==> config.mk <==
export PLATFORM = sky130hd
export DESIGN_NAME = tptl_ctl
export DESIGN_NICKNAME = d
export VERILOG_FILES = /design/src/rtl/tptl_pkg.sv /design/src/rtl/tptl_ctl.sv
export SDC_FILE = /design/constraint.sdc
export NUM_CORES = 1
export LEC_CHECK = 0
export BUFFER_PORTS_ARGS = -buffer_cell sky130_fd_sc_hd__buf_2
export CELL_PAD_IN_SITES_DETAIL_PLACEMENT = 0
export CELL_PAD_IN_SITES_GLOBAL_PLACEMENT = 2
export CORE_MARGIN = 5
export CORE_UTILIZATION = 21
export DETAILED_ROUTE_END_ITERATION = 10
export PLACE_DENSITY_LB_ADDON = 0.1
export RECOVER_POWER = 50
export SYNTH_ARGS = -nofsm -noshare
export SYNTH_HDL_FRONTEND = slang
export SYNTH_SLANG_ARGS = --single-unit
==> constraint.sdc <==
create_clock -name clk -period 1.4 [get_ports clk]
set_clock_uncertainty 0.05 [all_clocks]
set_input_delay 0.14 -clock clk [delete_from_list [all_inputs] [get_ports clk]]
set_output_delay 0.14 -clock clk [all_outputs]
set_load 0.01 [all_outputs]
==> src/rtl/tptl_pkg.sv <==
// shared types and constants for the tlb / page table translator
// no dependencies; imported by the controller, datapath and top level
package tptl_pkg;

    // default sizes, handed down through top level parameters
    localparam int TLB_ENTRIES_DEF = 16;
    localparam int PAGE_COUNT_DEF  = 256;
    localparam int FRAME_COUNT_DEF = 256;
    localparam int OFFSET_BITS_DEF = 8;

    // fixed field widths
    localparam int VA_W    = 16;
    localparam int PAGE_W  = 8;
    localparam int FRAME_W = 8;
    localparam int STAMP_W = 32;

    // datapath operations issued by the controller
    typedef enum logic [3:0] {
        OP_NONE,
        OP_LOAD,
        OP_REDUCE,
        OP_LOOKUP,
        OP_HIT_UPD,
        OP_PF_RD,
        OP_PF_USE,
        OP_VSCAN,
        OP_OWN_RD,
        OP_OWN_USE,
        OP_TSCAN,
        OP_REFILL
    } dp_op_t;

    typedef struct packed {
        dp_op_t op;
    } dp_cmd_t;

    typedef struct packed {
        logic page_big;
        logic tlb_match;
        logic page_resident;
        logic vscan_done;
        logic tscan_done;
    } dp_status_t;

    // controller states
    typedef enum logic [3:0] {
        ST_IDLE,
        ST_REDUCE,
        ST_LOOKUP,
        ST_HIT_UPD,
        ST_PF_RD,
        ST_PF_USE,
        ST_VSCAN,
        ST_OWN_RD,
        ST_OWN_USE,
        ST_TSCAN,
        ST_REFILL,
        ST_DONE
    } ctl_state_t;

endpackage

==> src/rtl/tptl_ctl.sv <==
// controller state machine for the translator
// depends on tptl_pkg; drives datapath commands and the handshakes
module tptl_ctl (
    input  logic                 clk,
    input  logic                 rst_n,
    input  logic                 in_valid,
    output logic                 in_stall,
    output logic                 out_valid,
    input  logic                 out_stall,
    input  tptl_pkg::dp_status_t status,
    output tptl_pkg::dp_cmd_t    cmd
);
    import tptl_pkg::*;

    ctl_state_t state_reg;
    ctl_state_t state_next;

    // state register
    always_ff @(posedge clk or negedge rst_n)
    begin
        if (!rst_n)
        begin
            state_reg <= ST_IDLE;
        end
        else
        begin
            state_reg <= state_next;
        end
    end

    // next state and commands
    always_comb
    begin
        state_next = state_reg;
        cmd.op     = OP_NONE;
        in_stall   = 1'b1;
        out_valid  = 1'b0;
        unique case (state_reg)
            ST_IDLE:
            begin
                in_stall = 1'b0;
                if (in_valid)
                begin
                    cmd.op     = OP_LOAD;
                    state_next = ST_REDUCE;
                end
            end
            ST_REDUCE:
            begin
                if (status.page_big)
                begin
                    cmd.op = OP_REDUCE;
                end
                else
                begin
                    state_next = ST_LOOKUP;
                end
            end
            ST_LOOKUP:
            begin
                cmd.op = OP_LOOKUP;
                if (status.tlb_match)
                begin
                    state_next = ST_HIT_UPD;
                end
                else if (status.page_resident)
                begin
                    state_next = ST_PF_RD;
                end
                else
                begin
                    state_next = ST_VSCAN;
                end
            end
            ST_HIT_UPD:
            begin
                cmd.op     = OP_HIT_UPD;
                state_next = ST_DONE;
            end
            ST_PF_RD:
            begin
                cmd.op     = OP_PF_RD;
                state_next = ST_PF_USE;
            end
            ST_PF_USE:
            begin
                cmd.op     = OP_PF_USE;
                state_next = ST_TSCAN;
            end
            ST_VSCAN:
            begin
                cmd.op = OP_VSCAN;
                if (status.vscan_done)
                begin
                    state_next = ST_OWN_RD;
                end
            end
            ST_OWN_RD:
            begin
                cmd.op     = OP_OWN_RD;
                state_next = ST_OWN_USE;
            end
            ST_OWN_USE:
            begin
                cmd.op     = OP_OWN_USE;
                state_next = ST_TSCAN;
            end
            ST_TSCAN:
            begin
                cmd.op = OP_TSCAN;
                if (status.tscan_done)
                begin
                    state_next = ST_REFILL;
                end
            end
            ST_REFILL:
            begin
                cmd.op     = OP_REFILL;
                state_next = ST_DONE;
            end
            ST_DONE:
            begin
                out_valid = 1'b1;
                if (!out_stall)
                begin
                    state_next = ST_IDLE;
                end
            end
            default:
            begin
                state_next = ST_IDLE;
            end
        endcase
    end

endmodule

-- Yosys cells after proc, flatten, opt, wreduce, memory -nomap -nowiden
Cells that the tools add are included.
W data, S select, Z words.
- logic and storage cells: 34
- bits in registers: 4
- bits of input ports: 9
- output and inout port bits: 6
- reduce and logical (&&, ||, !) cells: 4
- multiplexer cells: 13
- eq/ne operators: 16
- operators with widths (cell ; count):
    $pmux W4 S11 ; 1
    $pmux W4 S10 ; 1
    $mux W4 ; 5
    $eq A4 B3 Y1 const B ; 4
    $eq A4 B4 Y1 const B ; 4
    $ne A2 B2 Y1 const B ; 5
    $eq A4 B2 Y1 const B ; 2
    $reduce_and A5 Y1 ; 1
    $eq A4 B1 Y1 const B ; 1
    $logic_not A4 Y1 ; 1
    $mux W2 ; 2
    $reduce_or A2 Y1 ; 2
    $mux W1 ; 3
    $mux W3 ; 1

-- Logic depth before layout (Yosys ltp)
- depth after elaboration: 3
- gate-level depth with buffers: 5
- depth with buffers taken out: 4

-- Worst setup path before layout
OpenSTA, ideal clock, no wires.
- path type: flip-flop to flip-flop
- from: register state_reg[1]
- to: register state_reg[1]
- arrival time: 1.330 ns
- setup time: 0.125 ns
- required time: 1.225 ns
- path slack: -0.105 ns
- path buffers: 0
- cell stages (with the launch flop): 5
- clock period less this slack: 1.505 ns
- cell sequence: dfrtp_1 -> and2_0 -> o2111a_1 -> a211oi_2 -> mux2_4
- cells in the longest elaborated chain, start to end: 3
- elaborated cells on any way between the ends: 21
- those cells by class: eq/ne (16); mux (1); reduce/logical (4)
- ends and longest elaborated chain (element ; RTL line ; RTL):
    start, declared ; tptl_ctl.sv:15 ; ctl_state_t state_reg;
    start signal, assigned ; tptl_ctl.sv:27 ; state_reg <= state_next;
    $eq A4 B4 Y1, or another cell as far along ; tptl_ctl.sv:38 ; unique case (state_reg)
    $reduce_or A2 Y1 (no source line) or $ne A2 B2 Y1 (tied branches) ; n/a ;
    $pmux W4 S10 or $reduce_and A5 Y1 (tied branches) ; n/a ;
Several ways; a longest one is shown, not always the timed one.
A chain may end at the register's enable or synchronous reset.

==> flow_summary.json <==
{
  "crit_chain": "buf_4, nor3_4, buf_6, a221oi_2, buf_2",
  "clkTransAtPathRegs_ps": 40,
  "crit_buf_inv": 3,
  "dp_hpwl_um": 902,
  "pre_cts_ws_ps": -102,
  "ios": 15,
  "core_um2": 1750,
  "hold_start": "out_stall",
  "crit_path_end_kind": "primary output",
  "violations": "setup timing",
  "first_global_vias": 470,
  "start_kind": "flop",
  "crit_type": "flop to primary output",
  "grt_antenna_before_repair": 0,
  "max_cap_violations": 0,
  "die_w_um": 53.0,
  "hold_viol": 0,
  "r2r_slack_ps": -80,
  "clk_latency_ps": 230,
  "clock-sinks": 4,
  "cp_top_family": "buffers and inverters",
  "track_usage_pct": 9.78,
  "drive_gt1_share_pct": 62.4,
  "dp.cells": 101,
  "max_stage_delay_ps": 380,
  "drt_iter0_drc": 1,
  "wire_per_inst_um": 11.0,
  "vias_per_cell": 4.41,
  "slew_viol_final": 0,
  "largest_reg_flops": 4,
  "cts-root-buf": "clkbuf_4",
  "rsz0062_at_grt": "true",
  "vias": 485,
  "hold_depth": 3,
  "r2r-end": "state_reg[1]$_DFFE_PN0P_",
  "outcome": "complete, but fails checks",
  "cp-startpoint": "state_reg[1]$_DFFE_PN0P_",
  "ys_types": 27,
  "numPortBuffers": 14,
  "ant_nets": 0,
  "syn-num-nets": 59,
  "period_minus_slack_ps": 1500,
  "cts_tree": "built",
  "yosys_warnings": 0,
  "row_count": 15,
  "synth_cells": 50,
  "start_util_pct": 22.3,
  "reg2reg_from": "state_reg[1]$_DFFE_PN0P_",
  "ff_latch_area_um2": 104,
  "die-height_um": 53.0,
  "grt_max_degree": 7,
  "cp_max_fo": 3,
  "cp.required_ps": 1210,
  "dieArea_um2": 2810,
  "power.leakage_uw": 0.000355,
  "area_delta_synth_final_pct": 91.0,
  "multi_input_comb_area_um2": 305,
  "htreeDepth": 1,
  "post-route-drc-count": 0,
  "synth_area_um2": 389,
  "cts_made_buffers": 3,
  "fillerInstances": 198,
  "fin_util_pct": 42.6,
  "firstDrtPassIters": 4,
  "period_share_pct": 107,
  "avgSynthCellArea_um2": 7.78,
  "nets": 96,
  "finalWirelength_um": 1210,
  "cts.path.max_buffers": 2,
  "slew_headroom_pct": 84.2,
  "hp-class": "primary input to flop",
  "gp_congestion": 0.734,
  "cp_slowest_cell": "dfrtp_1",
  "worst_slack_ps": -97.6,
  "fmax_mhz": 668,
  "yosysSeqAreaShare_pct": 25.7,
  "vdd_drop_max_uv": 810,
  "grt_pass1_wl_um": 2010,
  "finalSetupViolations": 8,
  "layoutNonFillerInstCount": 110,
  "diodes": 0,
  "ys_ff_latch": 4,
  "whs_endpoint": "state_reg[3]$_DFFE_PN0P_",
  "reg2reg_depth": 4,
  "cp.arrival_ps": 1310,
  "worst_slew_pin_slew_ps": 237,
  "grt_overflow": 0,
  "p_per_area_nw_per_um2": 2380
}
[worst max path at each step]
stage                     slack (ps)  cells past startpoint                        to
after global placement           -60                      4  state_reg[1]$_DFFE_PN0P_
after detailed placement        -100                      4  state_reg[1]$_DFFE_PN0P_
after floorplan                  -50                      4  state_reg[1]$_DFFE_PN0P_
final                           -100                      5                    cmd[0]
after CTS                        -90                      5                    cmd[1]
after global routing            -180                      5  state_reg[0]$_DFFE_PN0P_
[synth_stat cells, drive strengths merged]
master / count / area (um^2)
nor4: 1 / 6.26
a211oi: 1 / 12.5
a21oi: 3 / 15.0
and2: 2 / 12.5
nand2b: 1 / 6.26
a221oi: 1 / 8.76
mux2i: 1 / 10.0
o41ai: 1 / 8.76
nor2: 3 / 11.3
nor3: 3 / 15.0
o211ai: 1 / 7.51
o31ai: 1 / 7.51
inv: 5 / 18.8
xnor2: 1 / 8.76
nand3: 2 / 10.0
o211a: 1 / 10.0
buf: 4 / 22.5
nand2: 4 / 15.0
dfrtp: 4 / 100
mux2: 1 / 15.0
nor4b: 1 / 15.0
o2111a: 1 / 11.3
o21ai: 6 / 33.8
nor3b: 1 / 7.51
[power by group]
group	leakage (uW)	total (uW)	internal [uW]	switching (uW)
registers	0.0000443	289	181	108
clock network	0.0000138	137	95.5	41.4
logic	0.000297	1350	758	588
total	0.000355	1770	1030	737
[routing by layer]
metal  global-route usage (%)  vias up  wire, um
li1                         -      251         -
met1                     12.7      227       615
met2                     15.1        7       558
met3                     1.97        0        35
met4                     5.11        0         0
met5                        0        -         0
[worst min-delay path, cell delays in order]
cell and delay (ps):
buf_2 90, o211ai_1 110, o31ai_1 80
[through the flow]
stage               hold WS, ps  setup TNS, ps  power [uW]  instance area, um^2
detailed placement         -104           -184        1330                  588
finish                      182           -536        1770                  743
CTS                         187           -598        1720                  718
floorplan                  -206          -49.7         862                  392
global route                193          -1230        1920                  743
global placement           -103          -75.2        1340                  588
[cells in the final DEF, fill, tap and decap left out, drive strengths merged]
| cell type | Yosys | layout |
|---|---|---|
| nand2 | 4 | 4 |
| a211oi | 1 | 1 |
| inv | 5 | 5 |
| nor3b | 1 | 1 |
| clkbuf | 0 | 4 |
| dlygate4sd3 | 0 | 1 |
| buf | 4 | 34 |
| nor2 | 3 | 3 |
| a221oi | 1 | 1 |
| nor4 | 1 | 1 |
| and2 | 2 | 2 |
| xnor2 | 1 | 1 |
| a21oi | 3 | 3 |
| nand2b | 1 | 1 |
| dfrtp | 4 | 4 |
| nand3 | 2 | 2 |
| mux2 | 1 | 1 |
| nor4b | 1 | 1 |
| mux2i | 1 | 1 |
| o41ai | 1 | 1 |
| nor3 | 3 | 3 |
| o211ai | 1 | 1 |
| o31ai | 1 | 1 |
| o2111a | 1 | 1 |
| o211a | 1 | 1 |
| o21ai | 6 | 6 |
[final cells by class]
| class | instances | share of cell area, % |
|---|---|---|
| tap | 25 | 4.21 |
| timing repair buffer | 36 | 35.2 |
| inverter | 5 | 2.53 |
| clock buffer | 3 | 3.03 |
| sequential | 4 | 14.0 |
| multi-input combinational | 37 | 41.1 |
[kinds of logic (layout without fill, tap and decap cells)]
logic type                Yosys count  count (layout)  share of synthesized area [%]
DFF                                 4               4                           25.7
and+or+nand+nor                    18              18                           25.4
AOI/OAI and AO/OA                  16              16                           29.6
buffers and inverters               9              44                           10.6
xor gates and xnor gates            1               1                           2.25
muxes                               2               2                           6.43
[repair_timing]
item / 4_1_cts / 5_1_grt
endpoints found under the hold margin: 4 / 0
buffers inserted: 3 / 2
hold buffers: 1 / 0
gates resized for setup: 19 / 3
setup endpoints to repair: 8 / 8
pin swaps: 3 / 0
Power figures use the tool's default switching activity.
